==> src/sv/ocd_pkg.sv <==
// ----------------------------------------------------------------------------
// ocd_pkg
// shared constants, types and state encoding of the remote code decoder
// ----------------------------------------------------------------------------
package ocd_pkg;

    localparam int BUFFER_DEPTH = 52;
    localparam int IDX_W        = $clog2(BUFFER_DEPTH);
    localparam int CNT_W        = $clog2(BUFFER_DEPTH + 1);

    localparam int IV_W       = 20;
    localparam int WIN_W      = 16;
    localparam int PCT_W      = 7;
    localparam int MCC_W      = 6;
    localparam int CODE_W     = 25;
    localparam int BITS_W     = 5;
    localparam int CFG_IDX_W  = 2;
    localparam int CFG_DATA_W = 20;
    localparam int CMP_W      = (IDX_W > MCC_W) ? IDX_W : MCC_W;

    localparam int SYNC_PULSES = 31;
    localparam int RECIP31_SH  = IV_W;
    localparam int RECIP31     = (1 << RECIP31_SH) / SYNC_PULSES;
    localparam int PULSE_W     = 16;
    localparam int TP_W        = PULSE_W + PCT_W;
    localparam int PCT_DIV     = 100;
    localparam int RECIP100_SH = TP_W;
    localparam int RECIP100    = (1 << RECIP100_SH) / PCT_DIV;
    localparam int R100_W      = 17;
    localparam int BND_W       = 22;

    localparam logic [1:0] REPEAT_DECODE = 2'd2;

    localparam logic [CFG_IDX_W-1:0] CFG_SYNC_MIN_GAP  = 2'd0;
    localparam logic [CFG_IDX_W-1:0] CFG_SYNC_WINDOW   = 2'd1;
    localparam logic [CFG_IDX_W-1:0] CFG_TOL_PERCENT   = 2'd2;
    localparam logic [CFG_IDX_W-1:0] CFG_MIN_CHANGE    = 2'd3;

    localparam logic [IV_W-1:0]  RST_SYNC_MIN_GAP = 20'd5000;
    localparam logic [WIN_W-1:0] RST_SYNC_WINDOW  = 16'd200;
    localparam logic [PCT_W-1:0] RST_TOL_PERCENT  = 7'd60;
    localparam logic [MCC_W-1:0] RST_MIN_CHANGE   = 6'd6;

    typedef enum logic [2:0] {
        S_IDLE,
        S_START,
        S_WAIT,
        S_WALK,
        S_DONE
    } t_state;

    typedef struct packed {
        logic             en;
        logic [IDX_W-1:0] addr;
        logic [IV_W-1:0]  data;
    } t_buf_wr;

    typedef struct packed {
        logic             en;
        logic [IDX_W-1:0] addr;
    } t_buf_rd;

    typedef struct packed {
        logic signed [BND_W-1:0] sh_lo;
        logic signed [BND_W-1:0] sh_hi;
        logic signed [BND_W-1:0] lg_lo;
        logic signed [BND_W-1:0] lg_hi;
    } t_bounds;

endpackage

==> src/sv/ocd_ibuf.sv <==
// ----------------------------------------------------------------------------
// ocd_ibuf
// interval store: one write port, one registered read port, per-entry valid
// ----------------------------------------------------------------------------
module ocd_ibuf (
    input  logic                    i_clk,
    input  logic                    i_rst_n,
    input  ocd_pkg::t_buf_wr        i_wr,
    input  ocd_pkg::t_buf_rd        i_rd,
    output logic [ocd_pkg::IV_W-1:0] o_rd_data
);
    import ocd_pkg::*;

    logic [IV_W-1:0]         r_mem [BUFFER_DEPTH];
    logic [BUFFER_DEPTH-1:0] r_valid;
    logic [IV_W-1:0]         r_rd_data;
    logic                    r_rd_hit;

    always_ff @(posedge i_clk) begin
        if (i_wr.en) begin
            r_mem[i_wr.addr] <= i_wr.data;
        end
        if (i_rd.en) begin
            r_rd_data <= r_mem[i_rd.addr];
        end
    end

    always_ff @(posedge i_clk) begin
        if (!i_rst_n) begin
            r_valid  <= '0;
            r_rd_hit <= 1'b0;
        end else begin
            if (i_wr.en) begin
                r_valid[i_wr.addr] <= 1'b1;
            end
            if (i_rd.en) begin
                r_rd_hit <= r_valid[i_rd.addr];
            end
        end
    end

    // entries never written read as zero
    assign o_rd_data = r_rd_hit ? r_rd_data : '0;

endmodule

==> src/sv/ocd_timing.sv <==
// ----------------------------------------------------------------------------
// ocd_timing
// pipelined unit pulse and tolerance window computation from the sync gap
// ----------------------------------------------------------------------------
module ocd_timing (
    input  logic                      i_clk,
    input  logic                      i_rst_n,
    input  logic                      i_start,
    input  logic [ocd_pkg::IV_W-1:0]  i_sync,
    input  logic [ocd_pkg::PCT_W-1:0] i_pct,
    output logic                      o_done,
    output ocd_pkg::t_bounds          o_bounds
);
    import ocd_pkg::*;

    localparam int PROD1_W = IV_W + PULSE_W;
    localparam int PROD2_W = TP_W + R100_W;

    logic [5:0]          r_v;
    logic [IV_W-1:0]     r_sync1;
    logic [PROD1_W-1:0]  r_prod1;
    logic [PULSE_W-1:0]  r_pulse2;
    logic [PULSE_W-1:0]  r_pulse3;
    logic [TP_W-1:0]     r_tp3;
    logic [PULSE_W-1:0]  r_pulse4;
    logic [TP_W-1:0]     r_tp4;
    logic [PROD2_W-1:0]  r_prod2;
    logic [PULSE_W-1:0]  r_pulse5;
    logic [R100_W-1:0]   r_tol5;
    t_bounds             r_bounds;

    logic [PULSE_W-1:0]  w_q31;
    logic [IV_W:0]       w_q31x;
    logic [IV_W:0]       w_rem31;
    logic [PULSE_W-1:0]  w_pulse;
    logic [R100_W-1:0]   w_q100;
    logic [TP_W-1:0]     w_q100x;
    logic [TP_W-1:0]     w_rem100;
    logic [R100_W-1:0]   w_tol;
    logic signed [BND_W-1:0] w_ps;
    logic signed [BND_W-1:0] w_pl;
    logic signed [BND_W-1:0] w_tl;

    // divide by 31: reciprocal estimate, then one correction
    assign w_q31   = r_prod1[PROD1_W-1 -: PULSE_W];
    assign w_q31x  = {w_q31, 5'b0} - (IV_W + 1)'(w_q31);
    assign w_rem31 = {1'b0, r_sync1} - w_q31x;
    assign w_pulse = (w_rem31 >= (IV_W + 1)'(SYNC_PULSES)) ? w_q31 + PULSE_W'(1) : w_q31;

    // divide by 100
    assign w_q100   = r_prod2[PROD2_W-1 -: R100_W];
    assign w_q100x  = TP_W'(w_q100) * TP_W'(PCT_DIV);
    assign w_rem100 = r_tp4 - w_q100x;
    assign w_tol    = (w_rem100 >= TP_W'(PCT_DIV)) ? w_q100 + R100_W'(1) : w_q100;

    assign w_ps = BND_W'(r_pulse5);
    assign w_pl = (w_ps <<< 1) + w_ps;
    assign w_tl = BND_W'(r_tol5);

    always_ff @(posedge i_clk) begin
        if (!i_rst_n) begin
            r_v <= '0;
        end else begin
            r_v <= {r_v[4:0], i_start};
        end
    end

    always_ff @(posedge i_clk) begin
        r_sync1  <= i_sync;
        r_prod1  <= PROD1_W'(i_sync) * PROD1_W'(RECIP31);
        r_pulse2 <= w_pulse;
        r_pulse3 <= r_pulse2;
        r_tp3    <= TP_W'(r_pulse2) * TP_W'(i_pct);
        r_pulse4 <= r_pulse3;
        r_tp4    <= r_tp3;
        r_prod2  <= PROD2_W'(r_tp3) * PROD2_W'(RECIP100);
        r_pulse5 <= r_pulse4;
        r_tol5   <= w_tol;
        r_bounds.sh_lo <= w_ps - w_tl;
        r_bounds.sh_hi <= w_ps + w_tl;
        r_bounds.lg_lo <= w_pl - w_tl;
        r_bounds.lg_hi <= w_pl + w_tl;
    end

    assign o_done   = r_v[5];
    assign o_bounds = r_bounds;

endmodule

==> src/sv/ook_remote_code_decoder.sv <==
// ----------------------------------------------------------------------------
// ook_remote_code_decoder
// pulse width decoder for fixed code remote controls, one receiver
// ----------------------------------------------------------------------------
// usage:
//   input channel (i_in_valid / o_in_stall) takes one edge interval per item.
//   an item that does not complete a second sync repeat is taken with no stall,
//   so such items may follow back to back.
//   an item that completes the second repeat starts a decode: a launch state,
//   the pulse/tolerance pipeline, reads of the stored interval pairs from the
//   buffer memory (single read port) up to the last full pair or a bad pair,
//   a drain of the last read, then the hand-over of the code. o_in_stall is
//   high for the whole decode, also while a held result blocks the hand-over.
//   results leave through an output register (o_out_valid / i_out_stall); a
//   held result only blocks the end of the next decode, not item intake.
//   configuration: i_cfg_valid / o_cfg_ready, ready outside reset, write
//   while idle.
//   reset: synchronous, clears counts, registers to defaults and the buffer
//   valid bits; no clearing pass; input stalled during reset.
// ----------------------------------------------------------------------------
module ook_remote_code_decoder (
    input  logic                           i_clk,
    input  logic                           i_rst_n,
    input  logic                           i_in_valid,
    output logic                           o_in_stall,
    input  logic [ocd_pkg::IV_W-1:0]       i_edge_interval,
    output logic                           o_out_valid,
    input  logic                           i_out_stall,
    output logic [ocd_pkg::CODE_W-1:0]     o_sensor_code,
    output logic [ocd_pkg::BITS_W-1:0]     o_bit_count,
    input  logic                           i_cfg_valid,
    output logic                           o_cfg_ready,
    input  logic [ocd_pkg::CFG_IDX_W-1:0]  i_cfg_index,
    input  logic [ocd_pkg::CFG_DATA_W-1:0] i_cfg_data
);
    import ocd_pkg::*;

    t_state r_state, n_state;

    logic [IV_W-1:0]  r_sync_min_gap;
    logic [WIN_W-1:0] r_sync_window;
    logic [PCT_W-1:0] r_tol_percent;
    logic [MCC_W-1:0] r_min_change;

    logic [CNT_W-1:0]  r_sc;
    logic [1:0]        r_rc;
    logic [IV_W-1:0]   r_sync0;
    logic [IV_W-1:0]   r_base;
    logic [IDX_W-1:0]  r_cnt;

    logic [CNT_W-1:0]  r_ptr;
    logic              r_pend;
    logic              r_pend_odd;
    logic              r_stop;
    logic              r_fs;
    logic              r_fl;
    logic [CODE_W-1:0] r_code;

    logic              r_ov;
    logic [CODE_W-1:0] r_code_out;
    logic [BITS_W-1:0] r_bits_out;

    logic              w_in_acc;
    logic [IV_W-1:0]   w_diff;
    logic              w_long;
    logic              w_sync;
    logic [1:0]        w_rc_inc;
    logic              w_hit;
    logic [CNT_W-1:0]  w_sc1;
    logic [1:0]        w_rc1;

    logic              w_tstart;
    logic              w_tdone;
    t_bounds           w_bnd;
    logic              w_walk;
    logic              w_load;
    logic [CNT_W-1:0]  w_last;
    logic              w_issue;
    logic              w_walk_end;
    logic              w_emit;
    logic [IV_W-1:0]   w_rd_data;
    logic              w_is_s;
    logic              w_is_l;

    t_buf_wr w_wr;
    t_buf_rd w_rd;

    function automatic logic in_band(input logic [IV_W-1:0] x,
                                     input logic signed [BND_W-1:0] lo,
                                     input logic signed [BND_W-1:0] hi);
        logic signed [BND_W-1:0] xs;
        xs = $signed(BND_W'(x));
        return (xs > lo) && (xs < hi);
    endfunction

    // configuration
    assign o_cfg_ready = i_rst_n;

    always_ff @(posedge i_clk) begin
        if (!i_rst_n) begin
            r_sync_min_gap <= RST_SYNC_MIN_GAP;
            r_sync_window  <= RST_SYNC_WINDOW;
            r_tol_percent  <= RST_TOL_PERCENT;
            r_min_change   <= RST_MIN_CHANGE;
        end else if (i_cfg_valid) begin
            case (i_cfg_index)
                CFG_SYNC_MIN_GAP: r_sync_min_gap <= i_cfg_data[IV_W-1:0];
                CFG_SYNC_WINDOW:  r_sync_window  <= i_cfg_data[WIN_W-1:0];
                CFG_TOL_PERCENT:  r_tol_percent  <= i_cfg_data[PCT_W-1:0];
                CFG_MIN_CHANGE:   r_min_change   <= i_cfg_data[MCC_W-1:0];
                default: ;
            endcase
        end
    end

    // item intake: sync test, overflow, store
    assign w_in_acc = i_in_valid && !o_in_stall;
    assign w_diff   = (i_edge_interval > r_sync0) ? i_edge_interval - r_sync0
                                                  : r_sync0 - i_edge_interval;
    assign w_long   = i_edge_interval > r_sync_min_gap;
    assign w_sync   = w_long && (w_diff < IV_W'(r_sync_window));
    assign w_rc_inc = r_rc + 2'd1;
    assign w_hit    = w_sync && (w_rc_inc == REPEAT_DECODE);

    always_comb begin
        w_sc1 = w_long ? '0 : r_sc;
        w_rc1 = w_sync ? (w_hit ? 2'd0 : w_rc_inc) : r_rc;
        if (w_sc1 >= CNT_W'(BUFFER_DEPTH)) begin
            w_sc1 = '0;
            w_rc1 = 2'd0;
        end
    end

    always_ff @(posedge i_clk) begin
        if (!i_rst_n) begin
            r_sc    <= '0;
            r_rc    <= 2'd0;
            r_sync0 <= '0;
        end else if (w_in_acc) begin
            r_sc <= w_sc1 + CNT_W'(1);
            r_rc <= w_rc1;
            if (w_sc1 == '0) begin
                r_sync0 <= i_edge_interval;
            end
        end
    end

    always_ff @(posedge i_clk) begin
        if (w_in_acc) begin
            r_base <= r_sync0;
            r_cnt  <= (r_sc != '0) ? IDX_W'(r_sc - CNT_W'(1)) : '0;
        end
    end

    always_comb begin
        w_wr.en   = w_in_acc;
        w_wr.addr = IDX_W'(w_sc1);
        w_wr.data = i_edge_interval;
    end

    // decode walk
    assign w_last     = CNT_W'({r_cnt[IDX_W-1:1], 1'b0});
    assign w_issue    = w_walk && !r_stop && (r_ptr <= w_last);
    assign w_walk_end = r_stop || ((r_ptr > w_last) && !r_pend);
    assign w_is_s     = in_band(w_rd_data, w_bnd.sh_lo, w_bnd.sh_hi);
    assign w_is_l     = in_band(w_rd_data, w_bnd.lg_lo, w_bnd.lg_hi);
    assign w_emit     = (CMP_W'(r_cnt) > CMP_W'(r_min_change)) && (r_code != '0);

    always_comb begin
        w_rd.en   = w_issue;
        w_rd.addr = IDX_W'(r_ptr);
    end

    always_ff @(posedge i_clk) begin
        if (!i_rst_n) begin
            r_ptr  <= '0;
            r_pend <= 1'b0;
            r_stop <= 1'b0;
        end else if (w_tstart) begin
            r_ptr  <= CNT_W'(1);
            r_pend <= 1'b0;
            r_stop <= 1'b0;
        end else begin
            r_pend <= w_issue;
            if (w_issue) begin
                r_ptr <= r_ptr + CNT_W'(1);
            end
            if (w_walk && r_pend && !r_stop && !r_pend_odd &&
                !(r_fs && w_is_l) && !(r_fl && w_is_s)) begin
                r_stop <= 1'b1;
            end
        end
    end

    always_ff @(posedge i_clk) begin
        r_pend_odd <= r_ptr[0];
        if (w_tstart) begin
            r_code <= '0;
        end else if (w_walk && r_pend && !r_stop) begin
            if (r_pend_odd) begin
                r_fs <= w_is_s;
                r_fl <= w_is_l;
            end else if (r_fs && w_is_l) begin
                r_code <= {r_code[CODE_W-2:0], 1'b0};
            end else if (r_fl && w_is_s) begin
                r_code <= {r_code[CODE_W-2:0], 1'b1};
            end else begin
                r_code <= '0;
            end
        end
    end

    // state machine
    always_ff @(posedge i_clk) begin
        if (!i_rst_n) begin
            r_state <= S_IDLE;
        end else begin
            r_state <= n_state;
        end
    end

    always_comb begin
        n_state = r_state;
        case (r_state)
            S_IDLE:  if (w_in_acc && w_hit) n_state = S_START;
            S_START: n_state = S_WAIT;
            S_WAIT:  if (w_tdone) n_state = S_WALK;
            S_WALK:  if (w_walk_end) n_state = S_DONE;
            S_DONE:  if (!(w_emit && r_ov && i_out_stall)) n_state = S_IDLE;
            default: n_state = S_IDLE;
        endcase
    end

    always_comb begin
        o_in_stall = 1'b1;
        w_tstart   = 1'b0;
        w_walk     = 1'b0;
        w_load     = 1'b0;
        case (r_state)
            S_IDLE:  o_in_stall = !i_rst_n;
            S_START: w_tstart = 1'b1;
            S_WAIT:  ;
            S_WALK:  w_walk = 1'b1;
            S_DONE:  w_load = w_emit && !(r_ov && i_out_stall);
            default: ;
        endcase
    end

    // output register
    always_ff @(posedge i_clk) begin
        if (!i_rst_n) begin
            r_ov <= 1'b0;
        end else if (w_load) begin
            r_ov <= 1'b1;
        end else if (r_ov && !i_out_stall) begin
            r_ov <= 1'b0;
        end
    end

    always_ff @(posedge i_clk) begin
        if (w_load) begin
            r_code_out <= r_code;
            r_bits_out <= BITS_W'(r_cnt >> 1);
        end
    end

    assign o_out_valid   = r_ov;
    assign o_sensor_code = r_code_out;
    assign o_bit_count   = r_bits_out;

    ocd_ibuf u_ibuf (
        .i_clk     (i_clk),
        .i_rst_n   (i_rst_n),
        .i_wr      (w_wr),
        .i_rd      (w_rd),
        .o_rd_data (w_rd_data)
    );

    ocd_timing u_timing (
        .i_clk    (i_clk),
        .i_rst_n  (i_rst_n),
        .i_start  (w_tstart),
        .i_sync   (r_base),
        .i_pct    (r_tol_percent),
        .o_done   (w_tdone),
        .o_bounds (w_bnd)
    );

`ifndef SYNTH
    a_sc_range: assert property (@(posedge i_clk) disable iff (!i_rst_n)
        r_sc <= CNT_W'(BUFFER_DEPTH))
        else $error("stored count beyond buffer depth");

    a_rc_range: assert property (@(posedge i_clk) disable iff (!i_rst_n)
        (r_rc == 2'd0) || (r_rc == 2'd1))
        else $error("repeat count not cleared on decode");

    a_no_overwrite: assert property (@(posedge i_clk) disable iff (!i_rst_n)
        w_load |-> !(r_ov && i_out_stall))
        else $error("held result overwritten");

    a_tdone_wait: assert property (@(posedge i_clk) disable iff (!i_rst_n)
        w_tdone |-> (r_state == S_WAIT))
        else $error("timing result outside wait state");

    a_code_nonzero: assert property (@(posedge i_clk) disable iff (!i_rst_n)
        o_out_valid |-> (o_sensor_code != '0))
        else $error("zero code reported");
`endif

endmodule

==> config.mk <==
export PLATFORM = sky130hd
export DESIGN_NAME = ook_remote_code_decoder
export DESIGN_NICKNAME = d
export VERILOG_FILES = /design/src/sv/ocd_pkg.sv /design/src/sv/ocd_ibuf.sv /design/src/sv/ocd_timing.sv /design/src/sv/ook_remote_code_decoder.sv
export SDC_FILE = /design/constraint.sdc
export NUM_CORES = 2
export LEC_CHECK = 0
export BUFFER_PORTS_ARGS = -buffer_cell sky130_fd_sc_hd__buf_2
export CORE_MARGIN = 4
export CORE_UTILIZATION = 29
export CTS_BUF_LIST = sky130_fd_sc_hd__clkbuf_4 sky130_fd_sc_hd__clkbuf_8 sky130_fd_sc_hd__clkbuf_16
export CTS_CLUSTER_SIZE = 12
export DETAILED_ROUTE_END_ITERATION = 16
export GPL_TIMING_DRIVEN = 1
export PLACE_DENSITY = 0.5
export SYNTH_ARGS = -nofsm -noshare
export SYNTH_HDL_FRONTEND = slang
export SYNTH_SLANG_ARGS = --single-unit
==> constraint.sdc <==
create_clock -name i_clk -period 15.8 [get_ports i_clk]
set_clock_uncertainty 0.2 [all_clocks]
set_input_delay 0.79 -clock i_clk [delete_from_list [all_inputs] [get_ports i_clk]]
set_output_delay 0.79 -clock i_clk [all_outputs]
set_load 0.02 [all_outputs]
==> reports/qor.txt <==
Status: finished, final reports clean
Worst-path fanout max: 9
Layout cells sized above 1: 15.1%
Skew-Pair Late Insertion Delay: 0.83 ns
Root buf cell: clkbuf_16
Crit path kind: reg2reg
I/O Buffers: 79
All-Layer GR Usage: 15.1%
Worst min-delay path class: in2reg
Ys flop type: edfxtp_1
Pre-antenna DRT Iters: 6
Post-synthesis sequential area ratio: 53.3%
DRC violations left: 0
Data required, critical path: 16.30 ns
Critical path's slowest cell: nor3_1
Post-route ant nets: 0
Worst-path cell chain: ha_1 -> fa_1 -> inv_1 -> fa_1 -> fa_1 -> inv_1 -> fa_1 -> inv_1 -> fa_1 -> inv_1 -> ha_1 -> a21o_1 -> a221oi_1 -> o21ai_0 -> nor3_1 -> a211oi_1 -> o311a_1 -> o21a_1 -> o21ai_0 -> nand2b_1 -> a21oi_1 -> xnor2_1
GRT Residual Overflow: 0
CP bufs+invs: 4
Mapped Nets: 6641
Rows: 191
CTS tree: yes
Max Cap Viol: 0
Via count: 46000
CTS H-Tree Depth: 4
Fmax: 0.137 GHz
Slew margin rel.: 29.4%
Clock tree buffer depth: 3
Final Cycle Share: 46.2%
Worst Max-Slew Pin Slew: 1.06 ns
Vias in the first global route: 47600
Final setup vio count: 0
Setup TNS Final: 0 ns
Delay of the slowest critical-path stage: 0.81 ns
Area growth, synth to finish: 13.4%
DR iter-0 viols: 3471
Type of destination of the critical path: register
Most common cell on crit path: fa_1
EDFF count, synth: 1118
Drt wl/cell: 22.3 um
Die area: 281000 um^2
Routed WL: 213000 um
Unrepaired setup endpoints after global routing: no
Asr flop ratio synth: 0%
Crit path time final: 7.30 ns
Post-DP HPWL: 144000 um
Global-route wire length before repair: 316000 um
I/O Pins: 80
Fin. max-slew vios: 0
YS warnings: 0
Avg Inst Size Synth: 14.0 um^2
Reg2Reg Depth: 22
Initial core utilization: 29.1%
Setup crit start kind: register
TritonCTS buffer count: 162
Largest net degree at the start of global routing: 135
FF+latch count, synth: 1544
Worst EP arrival: 7.80 ns
CP top delay family: adder cells
NumNets Final: 6813
Final hold vios: 0
Levels on crit path: 22
Vias/cell: 4.84
Width of the die: 530 um
Synthesized netlist cell count: 5647
Die height: 530 um
Syn Std Cell Area: 79000 um^2
CTS clk-pin slew, worst paths: 0.06 ns
Sink Count: 1544
Gpl congestion: 0.862
Hold depth: 3
FILL cells: 26600
Initial antenna violation count: 16
Core area: 271000 um^2
Number of distinct library cells after synthesis: 87
-- state kept, by name (all words and copies together), names as in the netlist, 20 cells and up --
name / flops
o_sensor_code: 25
r_base: 20
r_code: 25
r_sync0: 20
r_sync_min_gap: 20
u_ibuf.r_mem: 1040
u_ibuf.r_rd_data: 20
u_ibuf.r_valid: 52
u_timing.o_bounds: 74
u_timing.r_sync1: 20
u_timing.r_tp3: 23
u_timing.r_tp4: 21
-- cells by family after synthesis --
group / Yosys count / share of synthesized area, %
AO/OA/AOI/OAI: 772 / 6.50
XOR/XNOR: 188 / 2.08
adder cells (fa/ha/maj): 947 / 17.6
buffers and inverters: 839 / 4.04
flip-flops: 1544 / 53.3
multiplexers: 386 / 10.6
AND/OR/NAND/NOR: 971 / 5.94
-- stage by stage --
stage	setup WS, ns	cell area (um^2)	utilization (%)	hold WS [ns]	instances
CTS	8.41	89500	33.0	0.000511	9504
global placement	8.51	84200	31.1	0.113	9224
global route	7.96	89500	33.0	0.0498	9507
detailed placement	8.44	84200	31.1	0.112	9224
floorplan	9.64	79000	-	0.110	5647
finish	8.50	89600	33.0	0.0671	9511
-- worst min-delay path, cell delays in order --
cell	delay (ns)
buf_2	0.12
nand2_1	0.05
a21boi_0	0.06
-- synthesized netlist by cell type (all sizes together), types with 6 or more instances --
cell	count	area share [%]
a2111oi	6	0.074
a211o	7	0.078
a211oi	18	0.17
a21boi	41	0.39
a21o	101	0.96
a21oi	184	1.2
a221oi	10	0.11
a22o	25	0.28
a31oi	17	0.13
and2	84	0.67
and3	25	0.20
buf	34	0.21
clkbuf	140	0.67
dfxtp	426	11
edfxtp	1118	42
fa	272	6.9
ha	675	11
inv	664	3.2
mux2i	25	0.32
mux4	357	10
nand2	311	1.5
nand2b	35	0.28
nand3	69	0.44
nand3b	8	0.076
nand4	49	0.39
nor2	201	0.96
nor2b	44	0.35
nor3	66	0.42
nor3b	8	0.076
nor4	24	0.20
o2111ai	7	0.086
o211ai	17	0.16
o21a	84	0.80
o21ai	143	0.92
o21bai	42	0.40
o22ai	8	0.063
o31a	9	0.10
o31ai	10	0.10
or2	13	0.10
or3	16	0.13
xnor2	130	1.4
xor2	58	0.64
-- area by class of cell --
cell class / instances / area [um^2] / share of cell area [%]
antenna: 7 / 17.5 / 0.0196
clock buffer: 231 / 4680 / 5.23
clock inverter: 48 / 661 / 0.738
inverter: 665 / 2500 / 2.79
multi-input combinational: 3264 / 33900 / 37.9
sequential: 1544 / 42100 / 47.0
tap: 3570 / 4470 / 4.99
timing repair buffer: 182 / 1200 / 1.34
-- repair_timing --
item / CTS / global route
hold endpoints to repair: 1 / 0
setup buffers: 0 / 0
hold buffers: 1 / 0
gates resized for setup: 0 / 0
endpoints found under the setup margin: 0 / 0
-- path summary, 6_finish.rpt --
kind | end | slack, ns | from
setup reg to reg | u_timing.r_prod2[36] | 8.50 | u_timing.r_tp3[10]
setup / recovery | u_timing.r_prod2[36] | 8.50 | u_timing.r_tp3[10]
hold reg to reg | u_timing.r_pulse5[1] | 0.10 | u_timing.r_pulse4[1]
hold / removal | r_sync_min_gap[19] | 0.07 | i_cfg_data[19]
-- cell usage in the layout (no fill, tap or decap), types with 83 or more instances in the layout --
cell / netlist / final
a21o_1: 100 / 100
a21oi_1: 183 / 181
and2_1: 83 / 83
buf_4: 1 / 101
clkbuf_16: 0 / 163
dfxtp_1: 426 / 421
edfxtp_1: 1118 / 1118
fa_1: 272 / 272
ha_1: 675 / 675
inv_1: 664 / 664
mux4_2: 357 / 357
nand2_1: 311 / 311
nor2_1: 201 / 158
o21a_1: 84 / 84
o21ai_0: 138 / 138
xnor2_1: 130 / 130
-- layer usage --
layer / share of wire [%] / up-vias / global-route usage, % / routed length [um]
met4: 2.0 / 2 / 3.33 / 4320
met2: 48 / 984 / 24.8 / 101000
met1: 46 / 23800 / 21.3 / 98500
li1: - / 21000 / - / -
met3: 4.0 / 231 / 1.87 / 8530
met5: 0.0061 / - / 0 / 13
Power is not shown: default switching activity piles up to over one toggle a cycle in this logic, so the estimate is an artifact.
